[config.mk]
export PLATFORM = sky130hd
export DESIGN_NAME = msv_queue
export DESIGN_NICKNAME = d
export VERILOG_FILES = /design/src/hdl/msv_queue.sv
export SDC_FILE = /design/constraint.sdc
export NUM_CORES = 1
export LEC_CHECK = 0
export ABC_AREA = 1
export BUFFER_PORTS_ARGS = -buffer_cell sky130_fd_sc_hd__buf_4
export CAP_MARGIN = 20
export CORE_MARGIN = 3
export CORE_UTILIZATION = 50
export CTS_CLUSTER_SIZE = 28
export DETAILED_ROUTE_END_ITERATION = 10
export GPL_ROUTABILITY_DRIVEN = 0
export HOLD_SLACK_MARGIN = 0.03
export PLACE_DENSITY = 0.76
export SLEW_MARGIN = 0
export SYNTH_ARGS = -nofsm -noshare
export SYNTH_HDL_FRONTEND = slang
export SYNTH_SLANG_ARGS = --single-unit
[constraint.sdc]
create_clock -name clk -period 3.4 [get_ports clk]
set_clock_uncertainty 0.15 [all_clocks]
set_input_delay 0.17 -clock clk [delete_from_list [all_inputs] [get_ports clk]]
set_output_delay 0.17 -clock clk [all_outputs]
set_load 0.005 [all_outputs]
[src/hdl/msv_queue.sv]
// ---------------------------------------------------------------------------
// msv_queue
// Two-entry queue between the classifier and the hash engine.
// ---------------------------------------------------------------------------
module msv_queue #(
	parameter int WIDTH = 8
) (
	input  logic             clk,
	input  logic             arst_n,
	input  logic             push,
	input  logic [WIDTH-1:0] din,
	output logic             full,
	input  logic             pop,
	output logic [WIDTH-1:0] dout,
	output logic             empty
);

	logic [WIDTH-1:0] mem_q [2];
	logic             wr_ptr_q;
	logic             rd_ptr_q;
	logic [1:0]       cnt_q;

	assign full  = (cnt_q == 2'd2);
	assign empty = (cnt_q == 2'd0);
	assign dout  = mem_q[rd_ptr_q];

	always_ff @(posedge clk) begin
		if (push) begin
			mem_q[wr_ptr_q] <= din;
		end
	end

	always_ff @(posedge clk or negedge arst_n) begin
		if (!arst_n) begin
			wr_ptr_q <= 1'b0;
			rd_ptr_q <= 1'b0;
			cnt_q    <= 2'd0;
		end else begin
			if (push) begin
				wr_ptr_q <= ~wr_ptr_q;
			end
			if (pop) begin
				rd_ptr_q <= ~rd_ptr_q;
			end
			cnt_q <= cnt_q + {1'b0, push} - {1'b0, pop};
		end
	end

endmodule

# ---- Yosys cells after proc, flatten, opt, wreduce, memory -nomap -nowiden
# Memory sizes are Yosys's and may differ from the RTL's.
# Cells that the tools add are included.
dict set report classes {
  reduce_logical 1
  magnitude_cmp 0
  n_bitwise 2
  mux 2
  multipliers 0
  n_shift 0
  n_eq_ne 1
  n_addsub 2
  div 0
}
# op n
set op_table {}
lappend op_table {{$add A2 B1 Y2} 1}
lappend op_table {{$eq A2 B2 Y1 const B} 1}
lappend op_table {{$logic_not A2 Y1} 1}
lappend op_table {{$mux W1} 2}
lappend op_table {{$not A1 Y1} 2}
lappend op_table {{$sub A2 B1 Y2} 1}
dict set report totals {
  reg_bits 4
  inputBits 12
  mem_bits_rw 16
  rom_bits 0
  output_inout_bits 10
  mem_count 1
  wordCells 12
  latch_bits 0
}
# name depth word_bits read_ports rd_clocked_by_memory_dff wr line_no
set memory_table {}
lappend memory_table {mem_q 2 8 1 0 1 18} ;# logic [WIDTH-1:0] mem_q [2];

# ---- Logic depth before layout (Yosys ltp)
dict set report logic_depth {
  ltp_word 2
  mapped_depth 7
  mapped_depth_nobuf 7
}

# ---- Least setup slack after synthesis
# Ideal clock, no wire load.
dict set report synth_timing {
  kind {register to register}
  from {reg wr_ptr_q}
  to {mem mem_q[0][0] (enable)}
  setup_slack_ps 2106
  synth_period_minus_slack_ps 1294
  arrival_ps 774
  setup_time_ps 370
  path_buffers 0
  path_stages_with_launch 2
  required_ps 2880
  cell_sequence {dfrtp_1 nor2_1}
}
# element line_no
set synth_lines {}
lappend synth_lines {{from (decl)} 19} ;# logic wr_ptr_q;
lappend synth_lines {{from (signal assigned)} 40} ;# wr_ptr_q <= ~wr_ptr_q;
lappend synth_lines {{to (decl)} 18}
# Straight into the memory's write port.

# ---- Final worst setup path
dict set report layout_timing {
  from {reg rd_ptr_q}
  to {out dout[1]}
}
dict set report layout_via {
  elab_chain_len 1
}
# element line_no
set layout_lines {}
lappend layout_lines {{from (decl)} 20} ;# logic rd_ptr_q;
lappend layout_lines {{from (signal assigned)} 43} ;# rd_ptr_q <= ~rd_ptr_q;
lappend layout_lines {{$mem_v2 Z2 W8} --}
lappend layout_lines {{to (decl)} 14} ;# output logic [WIDTH-1:0] dout,
# Every way passes these cells.

==> out/metrics.cfg <==
[detailed_routing]
drc = 0
drt_iter0_drc = 10
first_pass_iters = 4
routed_wl_um = 1453
ant_nets = 0
vias = 537
wl_per_cell_um = 12.42
avgViaCountPerCell = 4.590

[critical_path]
critical_path_arrival_ps = 1360
crit_required_ps = 3080
r2r_cells = 1
crit_path_max_incr_delay_ps = 690
regToRegStartpoint = wr_ptr_q$_DFFE_PN0P_
crit_slowest_cell = dfrtp_1
endpoint_kind = output pin
startpoint_type = flop
regToRegSetupSlack_ps = 1910
path_class = reg2out
critPathTopFamily = flip-flops
crit_fanout = 17
path_buf_inv = 1
r2r-end = mem_q[0][2]$_DFFE_PP_
path_cells = o21ai_0 -> buf_4

[logic_synthesis]
synth_top_flop_cell = edfxtp_1
netlist_instances = 67
synth.most_common_cell = edfxtp_1
yosys_warnings = 0
synth-seq-cells = 20
synth_area_um2 = 830.8
synth.distinct_cells = 12
seq_area_frac_synth = 0.6988
synth_top_cell_by_area = edfxtp_1
synth_edf_count = 16
synth_top_cell_area_share = 0.5783
async_reset_ff_frac = 0.2000
netlist_top_cells_count = 16 x edfxtp_1, 15 x inv_1, 14 x nand2_1, 5 x o21ai_0, 4 x dfrtp_1
syn_nets = 81
syn_avg_cell_area_um2 = 12.40
yosys-top-cells-area = edfxtp_1 58%, dfrtp_1 12%, inv_1 6.8%

[clock_tree]
cts_num_sinks = 20
cts_buffer_depth = 2
cts_buffers = 3
ctsHtreeMaxLevel = 1
cts-root-buf = clkbuf_4
clk_pin_slew_ps = 110
clk_latency_ps = 300
cts_tree = built

[floorplan]
die_h_um = 46.76
dieArea_um2 = 2187
core_um2 = 1541
num_io_pins = 22
die_x_um = 46.76
rows = 14
start_util = 0.5390

[sta]
slew_violations = 0
finalCriticalPeriod_ps = 1681
relSlewSlack = 0.5315
fin_crit_sh = 0.4944
setup_violations = 0
timing.setup.tns_ps = 0
post-route-worst-setup-slack_ps = 1719
rsz0062_at_grt = false
hold_viol = 0
worst_slew_pin_slew_ps = 700.2
hold_slack_ps = 40.43
max_freq_mhz = 595.0

[placed_design]
port-buffer-count = 21
dp_hpwl_um = 1017
dp_cells = 102
pre_cts_ws_ps = 1943

[pwr]
vdd_drop_max_v = 0.0005518
power_density_nw_per_um2 = 729.6
power_mw = 0.8316
p_leak_nw = 0.5316

[global_route]
grt_antenna_before_repair = 0
grt_pass1_vias = 530
grt_pass1_wl_um = 2180
grt_overflow = 0
grt_usage = 0.1517
grt_max_degree = 18

[layout]
area_growth_pct = 37.20
diodes = 0
nets = 116
stdcell_count = 117
drive_above_1_share = 0.2772

[min_path]
hold_path.class = in2async

[job]
cap_viol_max_count = 0

[outcome]
status = completed

-- sequential cells by signal, indices dropped and copies added (netlist names) --
signal	count
cnt_q	2
mem_q	16
rd_ptr_q	1
wr_ptr_q	1
-- layout make-up --
class,count,area [um2]
Timing Repair Buffer,32,267.8
Sequential cell,20,580.6
Fill cell,110,401.6
Clock buffer,3,22.52
Inverter,15,56.30
Clock inverter,1,30.03
Tap cell,16,20.02
Multi-Input combinational cell,30,162.7
-- report_power, final --
group	total [mW]	leakage (nW)	switching (mW)	internal, mW
sequential	0.386	0.197	0.0536	0.332
combinational	0.253	0.306	0.118	0.135
clock	0.193	0.0279	0.0738	0.119
-- metal layers --
layer,part of all wire,global-route usage
met1,0.41,0.1747
met2,0.53,0.2602
met3,0.051,0.03831
met4,0.0083,0.07735
met5,0,0
-- how the worst max path moves through the flow --
stage | start | endpoint | slack [ps] | cells past startpoint
after floorplan | wr_ptr_q$_DFFE_PN0P_ | mem_q[0][0]$_DFFE_PP_ | 2110 | 1
after global placement | wr_ptr_q$_DFFE_PN0P_ | mem_q[0][2]$_DFFE_PP_ | 2020 | 1
after detailed placement | wr_ptr_q$_DFFE_PN0P_ | mem_q[0][2]$_DFFE_PP_ | 1940 | 1
after CTS | rd_ptr_q$_DFFE_PN0P_ | dout[1] | 1720 | 2
after global routing | rd_ptr_q$_DFFE_PN0P_ | dout[1] | 1610 | 2
final | rd_ptr_q$_DFFE_PN0P_ | dout[1] | 1720 | 2
-- layout by cell type, fill, tap and decap left out --
master          n
clkbuf_4        3
buf_4          21
dlygate4sd3_1  11
nand3_1         1
o21ai_2         3
o21ai_0         5
bufinv_16       1
dfrtp_1         4
edfxtp_1       16
inv_1          15
ha_1            2
xor2_1          2
nor2_1          3
nand2_1        14
-- through the flow --
step	cell area, um2	util
2_1_floorplan	830.8	-
3_3_place_gp	977.2	0.6339
3_5_place_dp	977.2	0.6339
4_1_cts	1140	0.7394
5_1_grt	1140	0.7394
6_report	1140	0.7394
-- cells by family after synthesis --
logic type,share of synthesized area
fa+ha+maj,0.03012
buf+inv,0.1054
simple gates,0.08282
compound gates,0.06175
flops,0.6988
xor+xnor,0.02109
-- timing repair --
| action | in CTS | in global routing |
|---|---|---|
| gates resized for setup | 0 | 0 |
| hold buffers | 11 | 0 |
| setup buffers | 0 | 0 |
| hold endpoints to repair | 23 | 0 |
| endpoints found under the setup margin | 0 | 0 |
Note: power is estimated with default switching activity, not from simulation.
