<file path="src/hdl/msv_pkg.sv">
// ---------------------------------------------------------------------------
// msv_pkg
// Shared types, constants and SHA-256 helpers of the share validator.
// ---------------------------------------------------------------------------
package msv_pkg;

	// result status codes
	localparam logic [2:0] ST_STORED  = 3'd0;
	localparam logic [2:0] ST_ACCEPT  = 3'd1;
	localparam logic [2:0] ST_NOJOB   = 3'd2;
	localparam logic [2:0] ST_STALE   = 3'd3;
	localparam logic [2:0] ST_LOWDIFF = 3'd4;

	// job word indexes
	localparam int unsigned JOB_WORDS = 10;
	localparam logic [3:0] WIDX_VERSION = 4'd8;
	localparam logic [3:0] WIDX_JOBID   = 4'd9;

	localparam logic [63:0] TARGET_RESET = 64'h0000_0000_FFFF_0000;

	localparam int unsigned HDR_BITS  = 640;
	localparam int unsigned HASH_BITS = 256;
	localparam int unsigned BLK_BITS  = 512;

	localparam logic [63:0] LEN_HDR = 64'd640;
	localparam logic [63:0] LEN_MID = 64'd256;

	localparam logic [255:0] SHA_IV = {
		32'h6a09e667, 32'hbb67ae85, 32'h3c6ef372, 32'ha54ff53a,
		32'h510e527f, 32'h9b05688c, 32'h1f83d9ab, 32'h5be0cd19
	};

	localparam logic [31:0] SHA_K [64] = '{
		32'h428a2f98, 32'h71374491, 32'hb5c0fbcf, 32'he9b5dba5,
		32'h3956c25b, 32'h59f111f1, 32'h923f82a4, 32'hab1c5ed5,
		32'hd807aa98, 32'h12835b01, 32'h243185be, 32'h550c7dc3,
		32'h72be5d74, 32'h80deb1fe, 32'h9bdc06a7, 32'hc19bf174,
		32'he49b69c1, 32'hefbe4786, 32'h0fc19dc6, 32'h240ca1cc,
		32'h2de92c6f, 32'h4a7484aa, 32'h5cb0a9dc, 32'h76f988da,
		32'h983e5152, 32'ha831c66d, 32'hb00327c8, 32'hbf597fc7,
		32'hc6e00bf3, 32'hd5a79147, 32'h06ca6351, 32'h14292967,
		32'h27b70a85, 32'h2e1b2138, 32'h4d2c6dfc, 32'h53380d13,
		32'h650a7354, 32'h766a0abb, 32'h81c2c92e, 32'h92722c85,
		32'ha2bfe8a1, 32'ha81a664b, 32'hc24b8b70, 32'hc76c51a3,
		32'hd192e819, 32'hd6990624, 32'hf40e3585, 32'h106aa070,
		32'h19a4c116, 32'h1e376c08, 32'h2748774c, 32'h34b0bcb5,
		32'h391c0cb3, 32'h4ed8aa4a, 32'h5b9cca4f, 32'h682e6ff3,
		32'h748f82ee, 32'h78a5636f, 32'h84c87814, 32'h8cc70208,
		32'h90befffa, 32'ha4506ceb, 32'hbef9a3f7, 32'hc67178f2
	};

	// config register addresses, 8 bytes apart
	localparam logic ADDR_TARGET = 1'b0;
	localparam logic ADDR_ANY    = 1'b1;

	typedef enum logic [1:0] {
		K_LOAD,
		K_HASH,
		K_NOJOB,
		K_STALE
	} kind_t;

	// header is big-endian: version, prevhash, merkle, ntime, nbits, nonce
	typedef struct packed {
		kind_t                 kind;
		logic [HDR_BITS-1:0]   hdr;
		logic [31:0]           job_id;
	} entry_t;

	typedef struct packed {
		logic [63:0] target_word;
		logic        accept_any;
	} cfg_t;

	function automatic logic [31:0] ep0(input logic [31:0] x);
		return {x[1:0], x[31:2]} ^ {x[12:0], x[31:13]} ^ {x[21:0], x[31:22]};
	endfunction

	function automatic logic [31:0] ep1(input logic [31:0] x);
		return {x[5:0], x[31:6]} ^ {x[10:0], x[31:11]} ^ {x[24:0], x[31:25]};
	endfunction

	function automatic logic [31:0] sg0(input logic [31:0] x);
		return {x[6:0], x[31:7]} ^ {x[17:0], x[31:18]} ^ (x >> 3);
	endfunction

	function automatic logic [31:0] sg1(input logic [31:0] x);
		return {x[16:0], x[31:17]} ^ {x[18:0], x[31:19]} ^ (x >> 10);
	endfunction

	function automatic logic [31:0] bswap(input logic [31:0] x);
		return {x[7:0], x[15:8], x[23:16], x[31:24]};
	endfunction

endpackage

</file>
<file path="src/hdl/msv_sha.sv">
// ---------------------------------------------------------------------------
// msv_sha
// One SHA-256 compression, one round per clock, final add after the last round.
// ---------------------------------------------------------------------------
module msv_sha (
	input  logic         clk,
	input  logic         arst_n,
	input  logic         start,
	input  logic [511:0] block,
	input  logic [255:0] hin,
	output logic         done,
	output logic [255:0] hout
);

	logic [31:0] st_q [8];
	logic [31:0] w_q [16];
	logic [31:0] hin_q [8];
	logic [6:0]  rnd_q;
	logic        busy_q;
	logic        done_q;
	logic [255:0] hout_q;

	logic [31:0] t1;
	logic [31:0] t2;
	logic [31:0] w_new;

	assign done = done_q;
	assign hout = hout_q;

	always_comb begin
		t1 = st_q[7] + msv_pkg::ep1(st_q[4]) + ((st_q[4] & st_q[5]) ^ (~st_q[4] & st_q[6]))
			+ msv_pkg::SHA_K[rnd_q[5:0]] + w_q[0];
		t2 = msv_pkg::ep0(st_q[0])
			+ ((st_q[0] & st_q[1]) ^ (st_q[0] & st_q[2]) ^ (st_q[1] & st_q[2]));
		w_new = w_q[0] + msv_pkg::sg0(w_q[1]) + w_q[9] + msv_pkg::sg1(w_q[14]);
	end

	always_ff @(posedge clk) begin
		if (start) begin
			for (int i = 0; i < 8; i++) begin
				st_q[i]  <= hin[255 - 32*i -: 32];
				hin_q[i] <= hin[255 - 32*i -: 32];
			end
			for (int i = 0; i < 16; i++) begin
				w_q[i] <= block[511 - 32*i -: 32];
			end
		end else if (busy_q && !rnd_q[6]) begin
			st_q[0] <= t1 + t2;
			st_q[1] <= st_q[0];
			st_q[2] <= st_q[1];
			st_q[3] <= st_q[2];
			st_q[4] <= st_q[3] + t1;
			st_q[5] <= st_q[4];
			st_q[6] <= st_q[5];
			st_q[7] <= st_q[6];
			for (int i = 0; i < 15; i++) begin
				w_q[i] <= w_q[i+1];
			end
			w_q[15] <= w_new;
		end
		if (busy_q && rnd_q[6]) begin
			for (int i = 0; i < 8; i++) begin
				hout_q[255 - 32*i -: 32] <= hin_q[i] + st_q[i];
			end
		end
	end

	always_ff @(posedge clk or negedge arst_n) begin
		if (!arst_n) begin
			busy_q <= 1'b0;
			done_q <= 1'b0;
			rnd_q  <= '0;
		end else begin
			done_q <= 1'b0;
			if (start) begin
				busy_q <= 1'b1;
				rnd_q  <= '0;
			end else if (busy_q) begin
				if (rnd_q[6]) begin
					busy_q <= 1'b0;
					done_q <= 1'b1;
				end else begin
					rnd_q <= rnd_q + 7'd1;
				end
			end
		end
	end

endmodule

</file>
<file path="src/hdl/msv_back.sv">
// ---------------------------------------------------------------------------
// msv_back
// Runs the double hash, checks the target, keeps counters, holds the result.
// ---------------------------------------------------------------------------
module msv_back #(
	parameter int COUNTER_BITS = 32
) (
	input  logic            clk,
	input  logic            arst_n,
	input  msv_pkg::cfg_t   cfg,
	input  logic            q_empty,
	input  msv_pkg::entry_t q_ent,
	output logic            pop,
	output logic            out_valid,
	input  logic            out_ready,
	output logic [231:0]    out_data
);

	typedef enum logic [2:0] {
		S_IDLE,
		S_H1,
		S_H2,
		S_H3,
		S_CMP,
		S_OUT
	} state_t;

	state_t          state_q;
	msv_pkg::entry_t ent_q;
	logic            start_q;
	logic            pass_q;
	logic            ovalid_q;
	logic [231:0]    odata_q;
	logic [COUNTER_BITS-1:0] seen_q;
	logic [COUNTER_BITS-1:0] acc_q;
	logic [COUNTER_BITS-1:0] rej_q;

	logic            sha_done;
	logic [255:0]    sha_hout;
	logic [511:0]    blk;
	logic [255:0]    hin;
	logic            slot_free;
	logic            res_wr;
	logic [2:0]      res_status;
	msv_pkg::entry_t sel_ent;
	logic [63:0]     hi;

	assign slot_free = !ovalid_q || out_ready;
	assign pop       = (state_q == S_IDLE) && !q_empty && slot_free;
	assign out_valid = ovalid_q;
	assign out_data  = odata_q;
	assign sel_ent   = (state_q == S_IDLE) ? q_ent : ent_q;

	// reversed digest, leading 64 bits
	assign hi = {msv_pkg::bswap(sha_hout[31:0]), msv_pkg::bswap(sha_hout[63:32])};

	always_comb begin
		unique case (state_q)
			S_H2: begin
				blk = {ent_q.hdr[127:0], 8'h80, 312'd0, msv_pkg::LEN_HDR};
				hin = sha_hout;
			end
			S_H3: begin
				blk = {sha_hout, 8'h80, 184'd0, msv_pkg::LEN_MID};
				hin = msv_pkg::SHA_IV;
			end
			default: begin
				blk = ent_q.hdr[639:128];
				hin = msv_pkg::SHA_IV;
			end
		endcase
	end

	always_comb begin
		res_wr     = 1'b0;
		res_status = msv_pkg::ST_STORED;
		if (pop) begin
			unique case (q_ent.kind)
				msv_pkg::K_LOAD: begin
					res_wr = 1'b1;
				end
				msv_pkg::K_NOJOB: begin
					res_wr     = 1'b1;
					res_status = msv_pkg::ST_NOJOB;
				end
				msv_pkg::K_STALE: begin
					res_wr     = 1'b1;
					res_status = msv_pkg::ST_STALE;
				end
				default: begin
					res_wr = 1'b0;
				end
			endcase
		end else if (state_q == S_OUT && slot_free) begin
			res_wr     = 1'b1;
			res_status = pass_q ? msv_pkg::ST_ACCEPT : msv_pkg::ST_LOWDIFF;
		end
	end

	msv_sha u_sha (
		.clk    (clk),
		.arst_n (arst_n),
		.start  (start_q),
		.block  (blk),
		.hin    (hin),
		.done   (sha_done),
		.hout   (sha_hout)
	);

	always_ff @(posedge clk) begin
		if (pop) begin
			ent_q <= q_ent;
		end
		if (state_q == S_H3 && sha_done) begin
			pass_q <= 1'b0;
		end
		if (state_q == S_CMP) begin
			pass_q <= cfg.accept_any || (hi < cfg.target_word)
				|| (hi == cfg.target_word && sha_hout[255:64] == '0);
		end
	end

	always_ff @(posedge clk or negedge arst_n) begin
		if (!arst_n) begin
			state_q  <= S_IDLE;
			start_q  <= 1'b0;
			ovalid_q <= 1'b0;
			odata_q  <= '0;
			seen_q   <= '0;
			acc_q    <= '0;
			rej_q    <= '0;
		end else begin
			start_q <= 1'b0;
			unique case (state_q)
				S_IDLE: begin
					if (pop && q_ent.kind == msv_pkg::K_HASH) begin
						state_q <= S_H1;
						start_q <= 1'b1;
					end
				end
				S_H1: begin
					if (sha_done) begin
						state_q <= S_H2;
						start_q <= 1'b1;
					end
				end
				S_H2: begin
					if (sha_done) begin
						state_q <= S_H3;
						start_q <= 1'b1;
					end
				end
				S_H3: begin
					if (sha_done) begin
						state_q <= S_CMP;
					end
				end
				S_CMP: begin
					state_q <= S_OUT;
				end
				S_OUT: begin
					if (slot_free) begin
						state_q <= S_IDLE;
					end
				end
				default: begin
					state_q <= S_IDLE;
				end
			endcase

			if (res_wr) begin
				ovalid_q <= 1'b1;
				if (res_status == msv_pkg::ST_STORED) begin
					odata_q <= {5'd0, 32'(rej_q), 32'(acc_q), 32'(seen_q), 128'd0,
						msv_pkg::ST_STORED};
				end else begin
					seen_q <= seen_q + 1'b1;
					if (res_status == msv_pkg::ST_ACCEPT) begin
						acc_q <= acc_q + 1'b1;
					end else begin
						rej_q <= rej_q + 1'b1;
					end
					odata_q <= {5'd0,
						(res_status == msv_pkg::ST_ACCEPT) ? 32'(rej_q) : 32'(rej_q + 1'b1),
						(res_status == msv_pkg::ST_ACCEPT) ? 32'(acc_q + 1'b1) : 32'(acc_q),
						32'(seen_q + 1'b1),
						sel_ent.hdr[639:608], sel_ent.hdr[95:64], sel_ent.hdr[31:0],
						sel_ent.job_id, res_status};
				end
			end else if (out_ready) begin
				ovalid_q <= 1'b0;
			end
		end
	end

endmodule

</file>
<file path="config.mk">
export PLATFORM = sky130hd
export DESIGN_NAME = msv_back
export DESIGN_NICKNAME = d
export VERILOG_FILES = /design/src/hdl/msv_pkg.sv /design/src/hdl/msv_sha.sv /design/src/hdl/msv_back.sv
export SDC_FILE = /design/constraint.sdc
export NUM_CORES = 2
export LEC_CHECK = 0
export ABC_AREA = 1
export BUFFER_PORTS_ARGS = -buffer_cell sky130_fd_sc_hd__buf_2
export CAP_MARGIN = 0
export CORE_ASPECT_RATIO = 0.8
export CORE_MARGIN = 2
export CORE_UTILIZATION = 47
export DETAILED_ROUTE_END_ITERATION = 10
export PLACE_DENSITY_LB_ADDON = 0.1
export SLEW_MARGIN = 5
export SYNTH_ARGS = -nofsm -noshare
export SYNTH_HDL_FRONTEND = slang
export SYNTH_SLANG_ARGS = --single-unit
</file>
<file path="constraint.sdc">
create_clock -name clk -period 27.3 [get_ports clk]
set_input_delay 1.365 -clock clk [delete_from_list [all_inputs] [get_ports clk]]
set_output_delay 1.365 -clock clk [all_outputs]
set_load 0.005 [all_outputs]
</file>
# Word-level counts from Yosys, hierarchy flattened
# Memory sizes are Yosys's and may differ from the RTL's.
# Cells that the tools add are included.
totals:
  regBits: 1271
  ramBits: 1024
  romBits: 2048
  inputBits: 743
  output_inout_bits: 234
  wordCells: 194
  memories: 4
mem_list:
  columns: ["name", "depth", "width", "rd", "rd_ports_with_merged_regs", "write_ports", "line", "source"]
  rows:
  - ["(name not given)", 64, 32, 1, 0, 0, "msv_sha.sv:32", "+ msv_pkg::SHA_K[rnd_q[5:0]] + w_q[0];"]
  - ["u_sha.w_q", 16, 32, 16, 0, 16, "msv_sha.sv:16", "logic [31:0] w_q [16];"]
  - ["u_sha.hin_q", 8, 32, 8, 0, 8, "msv_sha.sv:17", "logic [31:0] hin_q [8];"]
  - ["u_sha.st_q", 8, 32, 8, 0, 8, "msv_sha.sv:15", "logic [31:0] st_q [8];"]
classes:
  addsub: 22
  n_lt_le_gt_ge: 2
  eq_ne: 16
  muxes: 66
  n_bitwise: 43
  reduce_logical: 26
op_table:
  columns: ["operator", "count"]
  rows:
  - ["$pmux 512 s2", 1]
  - ["$mux 32", 28]
  - ["$mux 672", 1]
  - ["$add 32x32->32", 18]
  - ["$xor 32x32->32", 9]
  - ["$mux 256", 1]
  - ["$mux 227", 1]
  - ["$logic_not 192->1", 1]
  - ["$and 32x32->32", 5]
  - ["$add 32x1->32 const B", 3]
  - ["$eq 64x64->1", 1]
  - ["$lt 64x64->1", 1]
  - ["$not 32->32", 1]
  - ["$xor 32x22->32", 1]
  - ["$xor 32x29->32", 1]
  - ["$mux 3", 8]
  - ["$or 1x1->1", 24]
  - ["$mux 7", 3]
  - ["$mux 1", 20]
  - ["$pmux 3 s6", 1]
  - ["$logic_and 1x1->1", 8]
  - ["$ne 2x1->1 const B", 4]
  - ["$add 7x1->7 const B", 1]
  - ["$ge 7x7->1 const B", 1]
  - ["other kinds (19)", 32]

# Logic depth before layout (Yosys ltp)
# An unclocked memory read counts as a cell.
logic_depth:
  word_depth: 9
  mapped_depth: 44
  ltp_nobuf: 43

# By module
# Synthesis repeated with hierarchy kept, for this count alone.
hier_totals:
  hier_cells: 13815
  hier_area_um2: 126035.9
modules_own_cells:
  columns: ["mod", "n_inst", "cells_each", "area_each_um2", "seq_area_each_um2"]
  rows:
  - ["msv_sha", 1, 8976, 80201.9, 38662.1]
  - ["msv_back", 1, 4839, 45834.0, 28417.3]

# Worst setup path before layout
# No wires, ideal clock.
synth_timing:
  kind: "register to register"
  from: "register start_q"
  to: "register u_sha.busy_q"
  setup_time_ns: 1.861
  t_arrival_ns: 22.620
  required_ns: 25.439
  setup_slack_ns: 2.818
  stages_incl_launch_ff: 5
  n_path_buf: 2
  synth_period_minus_slack_ns: 24.482
  cell_sequence: "dfrtp_1 > buf_2 > inv_2 > clkbuf_1 > nand2_1"
synth_between:
  elab_chain_len: 1
synth_lines:
  columns: ["element", "line", "source"]
  rows:
  - ["start: declaration", "msv_back.sv:30", "logic start_q;"]
  - ["start signal: assignment", "msv_back.sv:126", "start_q <= 1'b0;"]
  - ["start signal: assignment", "msv_back.sv:133", "start_q <= 1'b0;"]
  - ["start signal: assignment", "msv_back.sv:138", "start_q <= 1'b1;"]
  - ["$mux 1", "msv_sha.sv:75", "if (start) begin"]
  - ["end signal: assignment", "msv_sha.sv:70", "busy_q <= 1'b0;"]
  - ["end signal: assignment", "msv_sha.sv:76", "busy_q <= 1'b1;"]
  - ["end signal: assignment", "msv_sha.sv:80", "busy_q <= 1'b0;"]
  - ["end: declaration", "msv_sha.sv:19", "logic busy_q;"]
# No other way between the ends.
# A chain may end at the register's enable or synchronous reset.

==> results.md <==
* Status: finished clean
* DP HPWL at 389,000 um
* CP Buf/Inv Count at 5
* Synth Cell Area at 0.122 sq mm
* Crit path DAT at about 10 ns
* Num ports at 977
* Max-slew violation count at 0
* CP startpoint kind: flip-flop
* Layout cells sized above 1 at 0.115
* GRT Total Usage at 0.367
* Iteration-0 DRC Markers at 13,700
* Root Buffer: clkbuf_16
* DIE AREA at 0.263 sq mm
* Most frequent cells in the layout: nand2_1 (2,855), edfxtp_1 (1,953), inv_1 (1,199), nor2_1 (1,156), buf_2 (970)
* Starting Density at 0.472
* Post-Syn Instances at 12,300
* Largest net degree at the start of global routing at 190
* NumNets Final at 14,500
* Slowest-stage cell, CP: xor2_1
* Top post-synthesis cells by area: edfxtp_1 (48%), nand2_1 (8.8%), dfrtp_1 (6.9%), ha_1 (4.7%), inv_1 (3.7%)
* Worst slew margin relative to its limit at 0.0305
* Number of synthesized flops with an enable pin at 1,953
* First-pass GRT wire length at ~690,000 um
* Post-route ant nets at 0
* Post-DP Area at ~0.13 sq mm
* Area Growth Syn to Fin at 13.0%
* Sink Count at 2,290
* Fmax at 106 MHz
* Commonest non-fill, non-tap cell in the layout: nand2_1
* Top_reg_cell synth: edfxtp_1
* RSZ-0062 raised after global routing: false
* Clk Latency, worst-skew pair at 0.94 ns
* Core area at about 0.26 sq mm
* Post-Route Setup TNS at 0 ns
* Final worst path period share at 0.346
* Most used cell along the critical path: nand2_1
* Cell taking the most area after synthesis: edfxtp_1
* # DRC at 0
* Hold Crit Class: in -> async
* Post-route cell area at 0.138 sq mm
* Crit path max fanout at 14
* TritonRoute pass-1 iters at 8
* I/O Buffers at 971
* Worst Tran Pin Value at 1.45 ns
* Crit end category: flip-flop
* CTS tree: built
* Synth Register Bits at roughly 2,300
* Worst Clk Skew at 0.0972 ns
* Vias in the first global route at 93,900
* Fill cells at approximately 23,000
* Syn. warnings at 0
* Netlist cell types at 59
* Tmin final at 9.44 ns
* H-Tree Depth at 4
* CP top delay family: adder cells
* Syn Area/Cell at roughly 9.9 sq um
* GP Congestion at 1.01
* CTS buffer count at 236
* Avg WL per Cell at 29.6 um
* Crit path largest cell delay at around 0.75 ns
* Initial antenna violation count at 77
* Final setup vio count at 0
* Max clock buf depth at 4
* Vias/cell at between 5 and 6
* Post-synthesis async set-or-reset flop share at 0.147
* Clk slew on worst S/H paths at 0.07 ns
* FP Rows at 167
* WL final at roughly 500,000 um
* Hold_ws at 0.348 ns
* Critical path class: reg -> reg
* Post-cts resize count at 0
* GR Overflow Total at 0
* Die width at ~570 um
* Max-Cap Viols at 0
* Multi-input gate area at just under 0.05 sq mm
* Worst Path Required at 27.97 ns
* Final Hold Viols at 0
* Register area share after synthesis at 0.551
* Chip height at 459 um
* Cts hold-fix bufs at 0
* Post-synth top area share at 0.481
* # Post-CTS Setup Buffers at 0
* Storage cell area at between 0.06 and 0.07 sq mm
* Routed vias at around 100,000
==> metrics by stage <==
step           worst slack [ns]  instances   util
3_3_place_gp              18.33      16300  0.503
2_1_floorplan              2.82      12300      -
6_report                  17.86      16800  0.533
3_5_place_dp              18.28      16300  0.503
5_1_grt                   17.60      16800  0.533
4_1_cts                   18.23      16800  0.533
==> cells by family (layout without fill, tap and decap cells) <==
logic type / Yosys count / count (layout) / share of synthesized area
AO/OA/AOI/OAI: 2248 / 2248 / 0.113
buffers and inverters: 1698 / 2700 / 0.0539
XOR/XNOR: 583 / 583 / 0.0419
AND/OR/NAND/NOR: 4809 / 4809 / 0.160
flip-flops: 2290 / 2290 / 0.551
adder cells (fa/ha/maj): 671 / 671 / 0.0806
other: 1 / 33 / 0.0000308
==> flip-flops by register name, summed over array words and instances (netlist names) <==
signal        count
acc_q            32
ent_q           672
out_data        227
out_valid         1
pass_q            1
rej_q            32
seen_q           32
start_q           1
state_q           3
u_sha.busy_q      1
u_sha.done        1
u_sha.hin_q     256
u_sha.hout      256
u_sha.rnd_q       7
u_sha.st_q      256
u_sha.w_q       512
==> final cells by class <==
cell class	count	share of cell area
Timing Repair Buffer	1058	0.0411
Antenna cell	28	0.000509
Sequential cell	2290	0.487
Tap cell	3464	0.0315
Inverter	1213	0.0334
Clock buffer	299	0.0462
Clock inverter	130	0.00968
Multi-Input combinational cell	8316	0.350
==> synth_stat cells (36+ instances only) <==
| library cell | number |
|---|---|
| or2_2 | 70 |
| o31ai_1 | 135 |
| dfrtp_1 | 337 |
| nand4_1 | 155 |
| a21o_1 | 69 |
| clkbuf_1 | 329 |
| ha_1 | 458 |
| o211ai_1 | 36 |
| a21oi_1 | 754 |
| fa_1 | 195 |
| inv_1 | 1201 |
| a31oi_1 | 218 |
| xnor2_1 | 216 |
| edfxtp_1 | 1953 |
| nor2_1 | 1158 |
| nor3_1 | 102 |
| o21ai_0 | 545 |
| nand3_1 | 379 |
| a221oi_1 | 113 |
| xor2_1 | 367 |
| buf_2 | 113 |
| a22o_1 | 162 |
| nand2_1 | 2858 |
==> worst paths after layout <==
path / startpoint / endpoint / slack, ns / cells past startpoint
min in group clk: out_data[163] / out_data[163] / 0.47 / 2
max in group asynchronous: arst_n / out_data[134] / 24.00 / 4
worst max register to register: u_sha.rnd_q[0] / u_sha.st_q[0][30] / 17.86 / 33
worst min-delay path: arst_n / out_data[32] / 0.35 / 1
worst min register to register: out_data[163] / out_data[163] / 0.47 / 2
worst max-delay path: u_sha.rnd_q[0] / u_sha.st_q[0][30] / 17.86 / 33
==> layer usage <==
| layer | up-vias | GRT usage | part of all wire |
|---|---|---|---|
| li1 | 43900 | - | - |
| met1 | 49200 | 0.538 | 0.44 |
| met2 | 5289 | 0.529 | 0.42 |
| met3 | 742 | 0.100 | 0.11 |
| met4 | 26 | 0.109 | 0.034 |
| met5 | - | 0 | 0.00042 |
Power is not shown: default switching activity piles up to over one toggle a cycle in this logic, so the estimate is an artifact.
