### config.mk
export PLATFORM = sky130hd
export DESIGN_NAME = msv_front
export DESIGN_NICKNAME = d
export VERILOG_FILES = /design/src/hdl/msv_pkg.sv /design/src/hdl/msv_front.sv
export SDC_FILE = /design/constraint.sdc
export NUM_CORES = 1
export LEC_CHECK = 0
export BUFFER_PORTS_ARGS = -buffer_cell sky130_fd_sc_hd__buf_2
export CORE_AREA = 2 2 340 342
export CTS_BUF_LIST = sky130_fd_sc_hd__clkbuf_4 sky130_fd_sc_hd__clkbuf_8 sky130_fd_sc_hd__clkbuf_16
export CTS_CLUSTER_DIAMETER = 50
export DETAILED_ROUTE_END_ITERATION = 12
export DIE_AREA = 0 0 342 344
export GPL_TIMING_DRIVEN = 0
export MAX_ROUTING_LAYER = met4
export PLACE_DENSITY_LB_ADDON = 0.2
export SLEW_MARGIN = 40
export SYNTH_ARGS = -nofsm -noshare
export SYNTH_HDL_FRONTEND = slang
export SYNTH_SLANG_ARGS = --single-unit
### constraint.sdc
create_clock -name clk -period 2 [get_ports clk]
set_clock_uncertainty 0.1 [all_clocks]
set_input_delay 0.6 -clock clk [delete_from_list [all_inputs] [get_ports clk]]
set_output_delay 0.6 -clock clk [all_outputs]
set_load 0.02 [all_outputs]
### src/hdl/msv_pkg.sv
// ---------------------------------------------------------------------------
// msv_pkg
// Shared types, constants and SHA-256 helpers of the share validator.
// ---------------------------------------------------------------------------
package msv_pkg;

	// result status codes
	localparam logic [2:0] ST_STORED  = 3'd0;
	localparam logic [2:0] ST_ACCEPT  = 3'd1;
	localparam logic [2:0] ST_NOJOB   = 3'd2;
	localparam logic [2:0] ST_STALE   = 3'd3;
	localparam logic [2:0] ST_LOWDIFF = 3'd4;

	// job word indexes
	localparam int unsigned JOB_WORDS = 10;
	localparam logic [3:0] WIDX_VERSION = 4'd8;
	localparam logic [3:0] WIDX_JOBID   = 4'd9;

	localparam logic [63:0] TARGET_RESET = 64'h0000_0000_FFFF_0000;

	localparam int unsigned HDR_BITS  = 640;
	localparam int unsigned HASH_BITS = 256;
	localparam int unsigned BLK_BITS  = 512;

	localparam logic [63:0] LEN_HDR = 64'd640;
	localparam logic [63:0] LEN_MID = 64'd256;

	localparam logic [255:0] SHA_IV = {
		32'h6a09e667, 32'hbb67ae85, 32'h3c6ef372, 32'ha54ff53a,
		32'h510e527f, 32'h9b05688c, 32'h1f83d9ab, 32'h5be0cd19
	};

	localparam logic [31:0] SHA_K [64] = '{
		32'h428a2f98, 32'h71374491, 32'hb5c0fbcf, 32'he9b5dba5,
		32'h3956c25b, 32'h59f111f1, 32'h923f82a4, 32'hab1c5ed5,
		32'hd807aa98, 32'h12835b01, 32'h243185be, 32'h550c7dc3,
		32'h72be5d74, 32'h80deb1fe, 32'h9bdc06a7, 32'hc19bf174,
		32'he49b69c1, 32'hefbe4786, 32'h0fc19dc6, 32'h240ca1cc,
		32'h2de92c6f, 32'h4a7484aa, 32'h5cb0a9dc, 32'h76f988da,
		32'h983e5152, 32'ha831c66d, 32'hb00327c8, 32'hbf597fc7,
		32'hc6e00bf3, 32'hd5a79147, 32'h06ca6351, 32'h14292967,
		32'h27b70a85, 32'h2e1b2138, 32'h4d2c6dfc, 32'h53380d13,
		32'h650a7354, 32'h766a0abb, 32'h81c2c92e, 32'h92722c85,
		32'ha2bfe8a1, 32'ha81a664b, 32'hc24b8b70, 32'hc76c51a3,
		32'hd192e819, 32'hd6990624, 32'hf40e3585, 32'h106aa070,
		32'h19a4c116, 32'h1e376c08, 32'h2748774c, 32'h34b0bcb5,
		32'h391c0cb3, 32'h4ed8aa4a, 32'h5b9cca4f, 32'h682e6ff3,
		32'h748f82ee, 32'h78a5636f, 32'h84c87814, 32'h8cc70208,
		32'h90befffa, 32'ha4506ceb, 32'hbef9a3f7, 32'hc67178f2
	};

	// config register addresses, 8 bytes apart
	localparam logic ADDR_TARGET = 1'b0;
	localparam logic ADDR_ANY    = 1'b1;

	typedef enum logic [1:0] {
		K_LOAD,
		K_HASH,
		K_NOJOB,
		K_STALE
	} kind_t;

	// header is big-endian: version, prevhash, merkle, ntime, nbits, nonce
	typedef struct packed {
		kind_t                 kind;
		logic [HDR_BITS-1:0]   hdr;
		logic [31:0]           job_id;
	} entry_t;

	typedef struct packed {
		logic [63:0] target_word;
		logic        accept_any;
	} cfg_t;

	function automatic logic [31:0] ep0(input logic [31:0] x);
		return {x[1:0], x[31:2]} ^ {x[12:0], x[31:13]} ^ {x[21:0], x[31:22]};
	endfunction

	function automatic logic [31:0] ep1(input logic [31:0] x);
		return {x[5:0], x[31:6]} ^ {x[10:0], x[31:11]} ^ {x[24:0], x[31:25]};
	endfunction

	function automatic logic [31:0] sg0(input logic [31:0] x);
		return {x[6:0], x[31:7]} ^ {x[17:0], x[31:18]} ^ (x >> 3);
	endfunction

	function automatic logic [31:0] sg1(input logic [31:0] x);
		return {x[16:0], x[31:17]} ^ {x[18:0], x[31:19]} ^ (x >> 10);
	endfunction

	function automatic logic [31:0] bswap(input logic [31:0] x);
		return {x[7:0], x[15:8], x[23:16], x[31:24]};
	endfunction

endpackage

### src/hdl/msv_front.sv
// ---------------------------------------------------------------------------
// msv_front
// Accepts items, keeps the job words and classifies each submit.
// ---------------------------------------------------------------------------
module msv_front (
	input  logic            clk,
	input  logic            arst_n,
	input  logic            in_valid,
	input  logic            in_op,
	input  logic [3:0]      in_word_index,
	input  logic [63:0]     in_word_value,
	input  logic [31:0]     in_job_id,
	input  logic [31:0]     in_ntime,
	input  logic [31:0]     in_nonce,
	input  logic [31:0]     in_version,
	input  logic            in_version_given,
	input  logic            q_full,
	output logic            in_ready,
	output logic            push,
	output msv_pkg::entry_t ent
);

	logic [63:0] job_q [msv_pkg::JOB_WORDS];
	logic [31:0] version;
	logic [511:0] words;

	assign in_ready = !q_full;
	assign push     = in_valid && in_ready;

	assign version = in_version_given ? in_version : job_q[msv_pkg::WIDX_VERSION][63:32];

	always_comb begin
		for (int i = 0; i < 8; i++) begin
			words[511 - 64*i -: 64] = job_q[i];
		end
	end

	always_comb begin
		ent.hdr    = {version, words, in_ntime, job_q[msv_pkg::WIDX_VERSION][31:0], in_nonce};
		ent.job_id = in_job_id;
		if (!in_op) begin
			ent.kind = msv_pkg::K_LOAD;
		end else if (!job_q[msv_pkg::WIDX_JOBID][32]) begin
			ent.kind = msv_pkg::K_NOJOB;
		end else if (in_job_id != job_q[msv_pkg::WIDX_JOBID][31:0]) begin
			ent.kind = msv_pkg::K_STALE;
		end else begin
			ent.kind = msv_pkg::K_HASH;
		end
	end

	always_ff @(posedge clk or negedge arst_n) begin
		if (!arst_n) begin
			for (int i = 0; i < msv_pkg::JOB_WORDS; i++) begin
				job_q[i] <= '0;
			end
		end else if (push && !in_op) begin
			for (int i = 0; i < msv_pkg::JOB_WORDS; i++) begin
				if (in_word_index == 4'(i)) begin
					job_q[i] <= in_word_value;
				end
			end
		end
	end

endmodule

# After elaboration in Yosys (flattened, before gate mapping)
# Cells that the tools add are included.
dict set report op_classes {
  reduce_logical 15
  muxes 4
  eq_ne 10
}
# cell count
set ops {}
lappend ops {{$mux W32} 1}
lappend ops {{$ne A32 B32 Y1} 1}
lappend ops {{$reduce_and A2 Y1} 10}
lappend ops {{$eq A4 B3 Y1 const B} 4}
lappend ops {{$eq A4 B2 Y1 const B} 2}
lappend ops {{$eq A4 B4 Y1 const B} 2}
lappend ops {{$mux W2} 3}
lappend ops {{$eq A4 B1 Y1 const B} 1}
lappend ops {{$logic_not A4 Y1} 1}
lappend ops {{$logic_and A1 B1 Y1} 2}
lappend ops {{$logic_not A1 Y1} 2}
dict set report word_totals {
  register_bits 609
  wordCells 39
  out_inout_bits 676
  inputBits 202
}

# Depth between registers and ports, before layout
# Gate-level depths: netlist of the first run.
dict set report logic_depth {
  ltp_word 4
  mapped_depth 5
  ltp_nobuf 4
}

# Worst setup path after synthesis of the first run
# Ideal clock, no wire load.
dict set report synth_path {
  path_kind {input -> register}
  start {input in_op}
  end {register job_q (netlist bit ent[615])}
  path_slack_ps -478
  arrival_time_ps 2253
  n_path_buf 1
  setup_ps 125
  required_ps 1775
  stages 5
  path_cell_list {nor3b_2 or3b_4 nor3_4 buf_6 mux2_2}
}
dict set report synth_via {
  elab_chain_len 3
}
# element line
set synth_rtl {}
lappend synth_rtl {{from (decl)} msv_front.sv:9} ;# input logic in_op,
lappend synth_rtl {{$logic_not A1 Y1} msv_front.sv:57} ;# end else if (push && !in_op) begin
lappend synth_rtl {{$logic_and A1 B1 Y1} msv_front.sv:57}
lappend synth_rtl {{$reduce_and A2 Y1 (no line)} -}
lappend synth_rtl {{to (signal, indexed assignment)} msv_front.sv:60} ;# job_q[i] <= in_word_value;
lappend synth_rtl {{to (decl)} msv_front.sv:23} ;# logic [63:0] job_q [msv_pkg::JOB_WORDS];
# No other way between the ends.
# A chain may end at the register's enable or synchronous reset.

==> results of run 1 <==
[synth_stat cells (2+ instances only)]
master    count
buf_6         6
mux2_1       15
nand3_1       4
buf_4       640
nor2_4        2
nand4_1       3
xor2_1       31
nor2b_1       2
buf_2        39
clkbuf_1     14
dfrtp_1     609
nor2_1        5
nor4_1        7
mux2_2      626
buf_1        36
nand2b_1      2
[layout make-up]
type / instances / area [um2]
diodes: 3 / 7.51
inverters: 1 / 3.75
fillers: 11052 / 72900
flip-flops and latches: 609 / 15200
multi-input cells: 706 / 8890
clock buffers: 128 / 2830
well taps: 1512 / 1890
plain buffers: 191 / 1560
clock inverters: 53 / 813
repair buffers: 1006 / 9720
[worst max-delay path: cells and delay by family (launching register included)]
family                    cells  cell delay (ns)
AOI/OAI and AO/OA             1             0.30
xor gates and xnor gates      1             0.16
buffers and inverters         1             0.14
DFF                           1             0.44
and+or+nand+nor               2             0.45
[metal layers]
layer | part of all wire | vias to the layer above | global-route usage
met4 | 0.021 | 0 | 0.0418
met2 | 0.47 | 649 | 0.263
met3 | 0.080 | 131 | 0.0536
met1 | 0.43 | 8540 | 0.207
met5 | 0 | - | -
li1 | - | 7408 | -
[path summary, 6_finish.rpt]
check | from | end | slack (ns) | cells after the start
worst min register to register | job_q[107] | job_q[107] | 0.41 | 1
worst max-delay path | job_q[9] | ent[673] | -0.83 | 5
worst min-delay path | in_word_value[44] | ent[364] | 0.22 | 2
worst max register to register | job_q[101] | job_q[101] | 0.87 | 3
max in group asynchronous | arst_n | ent[68] | -0.29 | 7
min in group asynchronous | arst_n | ent[349] | 0.73 | 4
[where the power goes]
| group | leakage, nW | switching, mW | internal [mW] |
|---|---|---|---|
| clock network | 1.80 | 6.54 | 12.1 |
| registers | 8.09 | 1.29 | 14.0 |
| logic | 10.5 | 4.52 | 5.47 |
| total | 20.4 | 12.3 | 31.6 |
[cells by family (layout without fill, tap and decap cells)]
| family | after synthesis | in the layout | synth area share |
|---|---|---|---|
| AOI/OAI and AO/OA | 1 | 1 | 0.000310 |
| xor gates and xnor gates | 32 | 32 | 0.00993 |
| buffers and inverters | 736 | 1379 | 0.186 |
| DFF | 609 | 609 | 0.540 |
| muxes | 641 | 641 | 0.256 |
| other | 0 | 3 | 0 |
| and+or+nand+nor | 32 | 32 | 0.00771 |
[metrics by stage]
step,cell area (um2),std cells,util,TNS [ns],total power [mW]
final,40900,4209,0.360,-26.12,43.9
after global routing,40900,4206,0.360,-46.50,45.8
after CTS,41300,4241,0.362,-95.90,44.9
after detailed placement,35600,4358,0.312,-646.07,24.6
after global placement,35200,4341,0.309,-9406.37,24.5
after floorplan,29400,2051,-,-119.02,21.4
[sequential cells by signal, summed over array words and instances, names as in the netlist]
name	count
ent	544
job_q	65
[timing repair]
item | CTS | global route
hold buffers | 3 | 1
pin swaps | 25 | 13
endpoints found under the hold margin | 86 | 124
gates resized for setup | 1286 | 23
setup endpoints to repair | 1079 | 434
setup buffers | 184 | 18
gates cloned | 4 | 3
==> qor.yml, run 1 <==
cp.required_ns: 1.30
cts_tree: "built"
cpMaxStageDelayCell: "dfrtp_2"
cp_cell_sequence: "xor2_1 -> nor4_2 -> nand4_1 -> o31a_1 -> buf_6"
cts_sinks: 609
ys.flop_type: "dfrtp_1"
post_drt_wl_per_cell_um: 23.4
drtIter0Drc: 541
io_pins: 878
antenna_found_initial: 11
grt_use_total: 0.167
finalCritPeriodShare: 1.41
synth_edf_count: 0
hold_class: "input port to flip-flop"
htree_levels: 3
synth_top_cell_area_share: 0.540
end_kind: "output pin"
ys_ff_latch: 609
coreArea_um2: 114000
clockBufferDepth: 3
p_leak_nw: 20.4
overflow: 0
dieHeight_um: 344
final_common_cell: "dfrtp_1"
outcome: "finished with violations"
dp.final_hpwl_um: 70100
slew_headroom: 0.420
final_hold_viol_count: 0
nets: 2816
syn_nets: 2253
slowest_delay_ns: 0.44
final_cell_mix: "dfrtp_1 (605), buf_6 (583), mux2_2 (364), buf_4 (295), mux2_4 (276)"
worstSkewPairLatency_ns: 0.67
drc_errors: 0
die_x_um: 342
path_class: "flip-flop to output pin"
syn_area_um2: 28200
synth_cell_types: 26
cts_root_buf: "clkbuf_16"
wl_um: 98300
clk_pin_slew_ns: 0.06
syn_area_per_cell_um2: 13.8
place_ws_ns: -1.16
fmax_ghz: 0.353
rows: 124
dieArea_um2: 118000
worst_slack_ns: -0.829
grt_pass1_vias: 18123
worstPathArrival_ns: 2.13
yosysSeqAreaShare: 0.540
synth_warnings: 0
setup-violations-final: 125
first_pass_iters: 4
drv_slew: 0
area_growth_pct: 45.1
initial_core_util: 0.248
ys_async_sr_fraction: 1.00
vdd_drop_max_uv: 699
io_buffers: 778
antenna_left: 0
grt_max_degree: 96
fin_crit_ns: 2.83
worstMarginPinSlew_ns: 0.870
routed_via_density: 3.97
vias: 16728
failed_checks: "negative setup slack"
grt_pass1_wl_um: 137000
holdWs_ns: 0.221
cp_max_fo: 2
rsz0062_at_grt: "true"
place_congestion: 0.734
netlist_instances: 2051
startpoint_type: "flip-flop"
maxCapViolCount: 0
ys_top_cells_by_area: "dfrtp_1 (54%), mux2_2 (25%), buf_4 (17%)"
powerDensity_nw_per_um2: 1070
layout-drive-gt1-share: 0.748
synth_top_area_cell: "dfrtp_1"
cts_buffers: 99
(Power assumes the default switching activity.)
==> run 2, diff against run 1 <==
--- a/config.mk
+++ b/config.mk
@@ -6,11 +6,11 @@
 export NUM_CORES = 1
 export LEC_CHECK = 0
 export BUFFER_PORTS_ARGS = -buffer_cell sky130_fd_sc_hd__buf_2
-export CORE_AREA = 2 2 340 342
+export CORE_AREA = 2 2 343 345
 export CTS_BUF_LIST = sky130_fd_sc_hd__clkbuf_4 sky130_fd_sc_hd__clkbuf_8 sky130_fd_sc_hd__clkbuf_16
 export CTS_CLUSTER_DIAMETER = 50
 export DETAILED_ROUTE_END_ITERATION = 12
-export DIE_AREA = 0 0 342 344
+export DIE_AREA = 0 0 345 347
 export GPL_TIMING_DRIVEN = 0
 export MAX_ROUTING_LAYER = met4
 export PLACE_DENSITY_LB_ADDON = 0.2
==> qor.yml, run 2 (synthesized netlist as in run 1, its figures left out) <==
place_area_um2: 35700  # +0.23%
drv_slew: 0  # unchanged
maxCapViolCount: 0  # unchanged
place_congestion: 0.739  # +0.74%
rsz0062_at_grt: "true"
slowest_delay_ns: 0.40  # -0.04 ns
cpMaxStageDelayCell: "dfrtp_1"
overflow: 0  # unchanged
initial_core_util: 0.244  # -0.00398
crit_buf_inv: 1  # unchanged
p_switching_mw: 12.3  # -0.81%
dp.final_hpwl_um: 69800  # -0.44%
dieHeight_um: 347  # +0.87%
nets: 2867  # +1.8%
drtIter0Drc: 512  # -5.4%
p_comb_frac: 0.239  # +0.012
crit_family: "simple AND/OR/NAND/NOR gates"
worstPathArrival_ns: 2.23  # +0.10 ns
seqPwrFrac: 0.354  # +0.006
grt_use_total: 0.165  # -0.00155
worstMarginPinSlew_ns: 0.853  # -0.0167 ns
path_class: "flip-flop to output pin"
pwr-share-clk: 0.407  # -0.018
hold_class: "input port to flip-flop"
antenna_left: 0  # unchanged
fmax_ghz: 0.341  # -3.5%
powerDensity_nw_per_um2: 1030  # -3.6%
cp_cell_sequence: "xor2_2 -> nor4_4 -> nand4_1 -> o31a_1 -> buf_6"
slew_headroom: 0.431  # +0.0111
end_kind: "output pin"
cts_tree: "built"
grt_max_degree: 94  # -2.1%
vdd_drop_max_uv: 635  # -9.1%
r2r_slack_ns: 0.87  # about the same
fin_crit_ns: 2.93  # +0.102 ns
htree_levels: 3  # unchanged
startpoint_type: "flip-flop"
failed_checks: "negative setup slack"
worst_slack_ns: -0.931  # -0.102 ns
io_pins: 878  # unchanged
cts_root_buf: "clkbuf_16"
clk_pin_slew_ns: 0.06  # about the same
grt_pass1_wl_um: 140000  # +2.4%
antenna_found_initial: 8  # -3
power.total_mw: 43.2  # -1.7%
vias: 17091  # +2.2%
first_pass_iters: 4  # unchanged
routed_via_density: 4.01  # +0.78%
rows: 125  # +0.81%
io_buffers: 778  # unchanged
coreArea_um2: 116000  # +1.6%
cts_sinks: 609  # unchanged
cp_max_fo: 2  # unchanged
p_int_mw: 30.9  # -2.1%
layout-drive-gt1-share: 0.751  # +0.00314
post_drt_wl_per_cell_um: 23.7  # +1.3%
dieArea_um2: 120000  # +1.8%
worstSkewPairLatency_ns: 0.64  # -0.03 ns
final_common_cell: "buf_6"
grt_pass1_vias: 18464  # +1.9%
final_hold_viol_count: 0  # unchanged
largest_reg_flops: 544  # unchanged
p_leak_nw: 20.7  # +1.8%
cts_buffers: 92  # -7.1%
drc_errors: 0  # unchanged
finalCritPeriodShare: 1.47  # +0.0510
design_area_um2: 41800  # +2.0%
final_util: 0.361  # +0.00123
reg2reg_depth: 3  # unchanged
place_ws_ns: -1.21  # -0.0547 ns
cp.required_ns: 1.30  # about the same
outcome: "finished with violations"
cp_num_cells: 5  # unchanged
area_growth_pct: 48.0
wl_um: 101000  # +2.7%
clockBufferDepth: 3  # unchanged
sw_frac_of_total: 0.284  # +0.00261
die_x_um: 345  # +0.88%
final_cell_mix: "buf_6 (626), dfrtp_1 (606), mux2_4 (324), mux2_2 (317), buf_4 (299)"
setup-violations-final: 426  # +240%
whs_path_depth: 2  # unchanged
run 2: changes by cell type in the layout (fill, tap and decap cells not counted), moves of 3 or more:
cell and delta:
clkinvlp_4 +7, buf_12 +3, buf_4 +4, clkinv_4 -3
bufbuf_16 +3, clkbuf_4 -5, buf_6 +43, buf_2 -3
clkbuf_16 +7, mux2_2 -47, mux2_4 +48, buf_8 -7
run 2: what timing repair did:
item,CTS,global route
gates cloned,6,18
endpoints found under the setup margin,1112,643
hold buffers,1,1
setup buffers,186,30
pin swaps,16,11
gates resized for setup,1284,96
endpoints found under the hold margin,88,88
run 2: through the flow:
| stage | hold WS, ns | setup TNS, ns | instances |
|---|---|---|---|
| 5_1_grt | 0.203 | -119.03 | 4265 |
| 4_1_cts | 0.143 | -88.43 | 4243 |
| 3_5_place_dp | 0.276 | -684.66 | 4373 |
| 2_1_floorplan | 0.204 | -119.02 | 2051 |
| 3_3_place_gp | 0.370 | -9323.56 | 4353 |
| 6_report | 0.237 | -76.98 | 4267 |
run 2: worst paths after layout:
path / from / endpoint
worst max-delay path: job_q[10] / ent[673]
worst min-delay path: in_word_value[58] / job_q[122]
worst max register to register: job_q[10] / job_q[10]
worst min register to register: job_q[126] / job_q[126]
max in group asynchronous: arst_n / ent[497]
min in group asynchronous: arst_n / ent[346]
run 2: area by class of cell:
type / instances / area (um2)
Multi-Input combinational cell: 706 / 9050
Fill cell: 11297 / 74000
Sequential cell: 609 / 15200
Tap cell: 1524 / 1910
Inverter: 1 / 3.75
Antenna cell: 3 / 7.51
Buffer: 216 / 1900
Clock inverter: 58 / 813
Clock buffer: 111 / 2550
Timing Repair Buffer: 1039 / 10300
run 2: power by group through the flow:
stage	combinational [mW]	sequential [mW]	clock [mW]
global placement	9.43	15.1	0
CTS	10.4	15.3	18.1
detailed placement	9.50	15.1	0
global route	10.8	15.5	18.6
floorplan	6.58	14.8	0
finish	10.3	15.3	17.6
run 2: worst register-to-register path, stage by stage, from the launching register on:
cell and delay, ns:
dfrtp_1 0.40, buf_4 0.14, buf_4 0.12, mux2_4 0.25
run 2: layer usage:
layer / part of all wire / track usage
met5: 0 / -
met4: 0.019 / 0.0408
met3: 0.077 / 0.0546
met2: 0.48 / 0.260
met1: 0.43 / 0.204
==> run 3, diff against run 2 <==
==> constraint.sdc (replaced) <==
create_clock -name clk -period 2.82 [get_ports clk]
set_clock_uncertainty 0.1 [all_clocks]
set_input_delay 0.846 -clock clk [delete_from_list [all_inputs] [get_ports clk]]
set_output_delay 0.846 -clock clk [all_outputs]
set_load 0.02 [all_outputs]
==> qor.yml, run 3 (synthesized netlist as in run 1, its figures left out) <==
io_buffers: 778  # unchanged
rows: 125  # unchanged
worstMarginPinSlew_ns: 0.856  # +0.00261 ns
coreArea_um2: 116000  # unchanged
vias: 17883  # +4.6%
wl_met3_um: 6100  # -22%
first_pass_iters: 4  # unchanged
powerDensity_nw_per_um2: 772  # -25%
final_common_cell: "buf_2"
maxCapViolCount: 0  # unchanged
place_congestion: 0.771  # +4.3%
dieArea_um2: 120000  # unchanged
cpMaxStageDelayCell: "o31a_1"
fin_crit_ns: 3.27
clockBufferDepth: 3  # unchanged
post_drt_wl_per_cell_um: 20.9  # -12%
initial_core_util: 0.244  # unchanged
drv_slew: 0  # unchanged
largest_reg_flops: 544  # unchanged
cts_root_buf: "clkbuf_16"
wl_um: 95500  # -5.5%
p_leak_nw: 20.7  # +0.11%
drc_errors: 0  # unchanged
grt_pass1_wl_um: 135000  # -3.7%
finalCritPeriodShare: 1.16
final_cell_mix: "buf_2 (821), buf_4 (651), mux2_2 (626), dfrtp_1 (609), clkbuf_16 (97)"
outcome: "finished with violations"
path_class: "flip-flop to output pin"
crit_family: "simple AND/OR/NAND/NOR gates"
wl_met2_um: 47300  # -1.5%
vdd_drop_max_uv: 444  # -30%
slowest_delay_ns: 0.39  # about the same
place_area_um2: 34500  # -3.4%
worstPathArrival_ns: 2.32  # +0.09 ns
cp.required_ns: 1.87  # +0.57 ns
cp_cell_sequence: "xor2_1 -> nor3_2 -> nand3_2 -> o31a_1 -> buf_6"
tns_ns: -0.448  # +76.54 ns
wl_met1_um: 39400  # -8.9%
die_x_um: 345  # unchanged
grt_use_total: 0.161  # -0.00429
clk_pin_slew_ns: 0.05  # about the same
dieHeight_um: 347  # unchanged
antenna_found_initial: 11  # +3
dp.final_hpwl_um: 70900  # +1.6%
fmax_ghz: 0.306
failed_checks: "negative setup slack"
drtIter0Drc: 709  # +38%
layout-drive-gt1-share: 0.766  # +0.0155
cp_max_fo: 2  # unchanged
setup-violations-final: 1  # -99.8%
io_pins: 878  # unchanged
hold_class: "input port to asynchronous set/reset pin"
top_layer_used: "met4"
area_growth_pct: 34.7
cts_sinks: 609  # unchanged
worst_slack_ns: -0.448  # +0.483 ns
slew_headroom: 0.430  # -0.00174
n_fill_cell: 11837  # +4.8%
routed_via_density: 3.92  # -2.2%
cp_num_cells: 5  # unchanged
startpoint_type: "flip-flop"
final_hold_viol_count: 0  # unchanged
worstSkewPairLatency_ns: 0.66  # +0.02 ns
crit_buf_inv: 1  # unchanged
nets: 3157  # +10%
antenna_left: 0  # unchanged
end_kind: "output pin"
cts_tree: "built"
overflow: 0  # unchanged
htree_levels: 3  # unchanged
grt_max_degree: 94  # unchanged
reg2reg_depth: 1  # -2
design_area_um2: 38000  # -8.9%
grt_pass1_vias: 18168  # -1.6%
rsz0062_at_grt: "true"
cts_buffers: 96  # +4.3%
run 3: changes by cell type in the layout (fill, tap and decap cells not counted), sizes merged:
cell and delta:
buf +307, clkbuf -10, bufinv -6, inv +6
clkinvlp +5, bufbuf -3, diode +2, clkinv -1
dlygate4sd3 -1
run 3: where the power goes:
| part | switching, mW | internal [mW] |
|---|---|---|
| Combinational | 3.38 | 3.09 |
| Clock | 4.69 | 7.72 |
| Sequential | 0.590 | 9.91 |
| Total | 8.66 | 20.7 |
run 3: timing repair:
item,in CTS,in global routing
setup endpoints to repair,182,11
buffers inserted,7,0
endpoints found under the hold margin,60,0
pin swaps,7,2
resized for setup,19,2
cloned,0,0
hold buffers,1,0
run 3: path summary, 6_finish.rpt:
path	endpoint	slack, ns	start
min in group clk	ent[622]	0.38	ent[622]
max in group asynchronous	ent[333]	0.82	arst_n
max	ent[673]	-0.45	job_q[8]
min	ent[430]	0.10	arst_n
min reg2reg	ent[622]	0.38	ent[622]
max reg2reg	job_q[96]	1.74	job_q[96]
run 3: final cells by class:
cell class                      count  area (um2)  area share
Inverter                            1        3.75   0.0000987
Buffer                            735        5290       0.139
Antenna cell                        5        12.5    0.000329
Timing Repair Buffer              806        4390       0.115
Clock inverter                     62         718      0.0189
Clock buffer                      118        2660      0.0700
Tap cell                         1524        1910      0.0501
Sequential cell                   609       15200       0.401
Multi-Input combinational cell    706        7810       0.205
run 3: per-layer routing:
layer | GRT usage | vias up
met5 | - | -
li1 | - | 8111
met2 | 0.264 | 579
met3 | 0.0410 | 138
met4 | 0.0584 | 0
met1 | 0.190 | 9055
run 3: per-stage QoR:
step / total power, mW / setup WS [ns] / cells / hold slack (ns) / utilization
5_1_grt: 30.7 / -0.510 / 4562 / 0.0802 / 0.328
2_1_floorplan: 14.8 / 0.0842 / 2051 / 0.359 / -
3_3_place_gp: 17.1 / -13.61 / 4353 / 0.370 / 0.294
3_5_place_dp: 17.2 / -1.06 / 4373 / 0.378 / 0.298
4_1_cts: 29.9 / -0.505 / 4561 / 0.0419 / 0.328
6_report: 29.4 / -0.448 / 4566 / 0.101 / 0.329
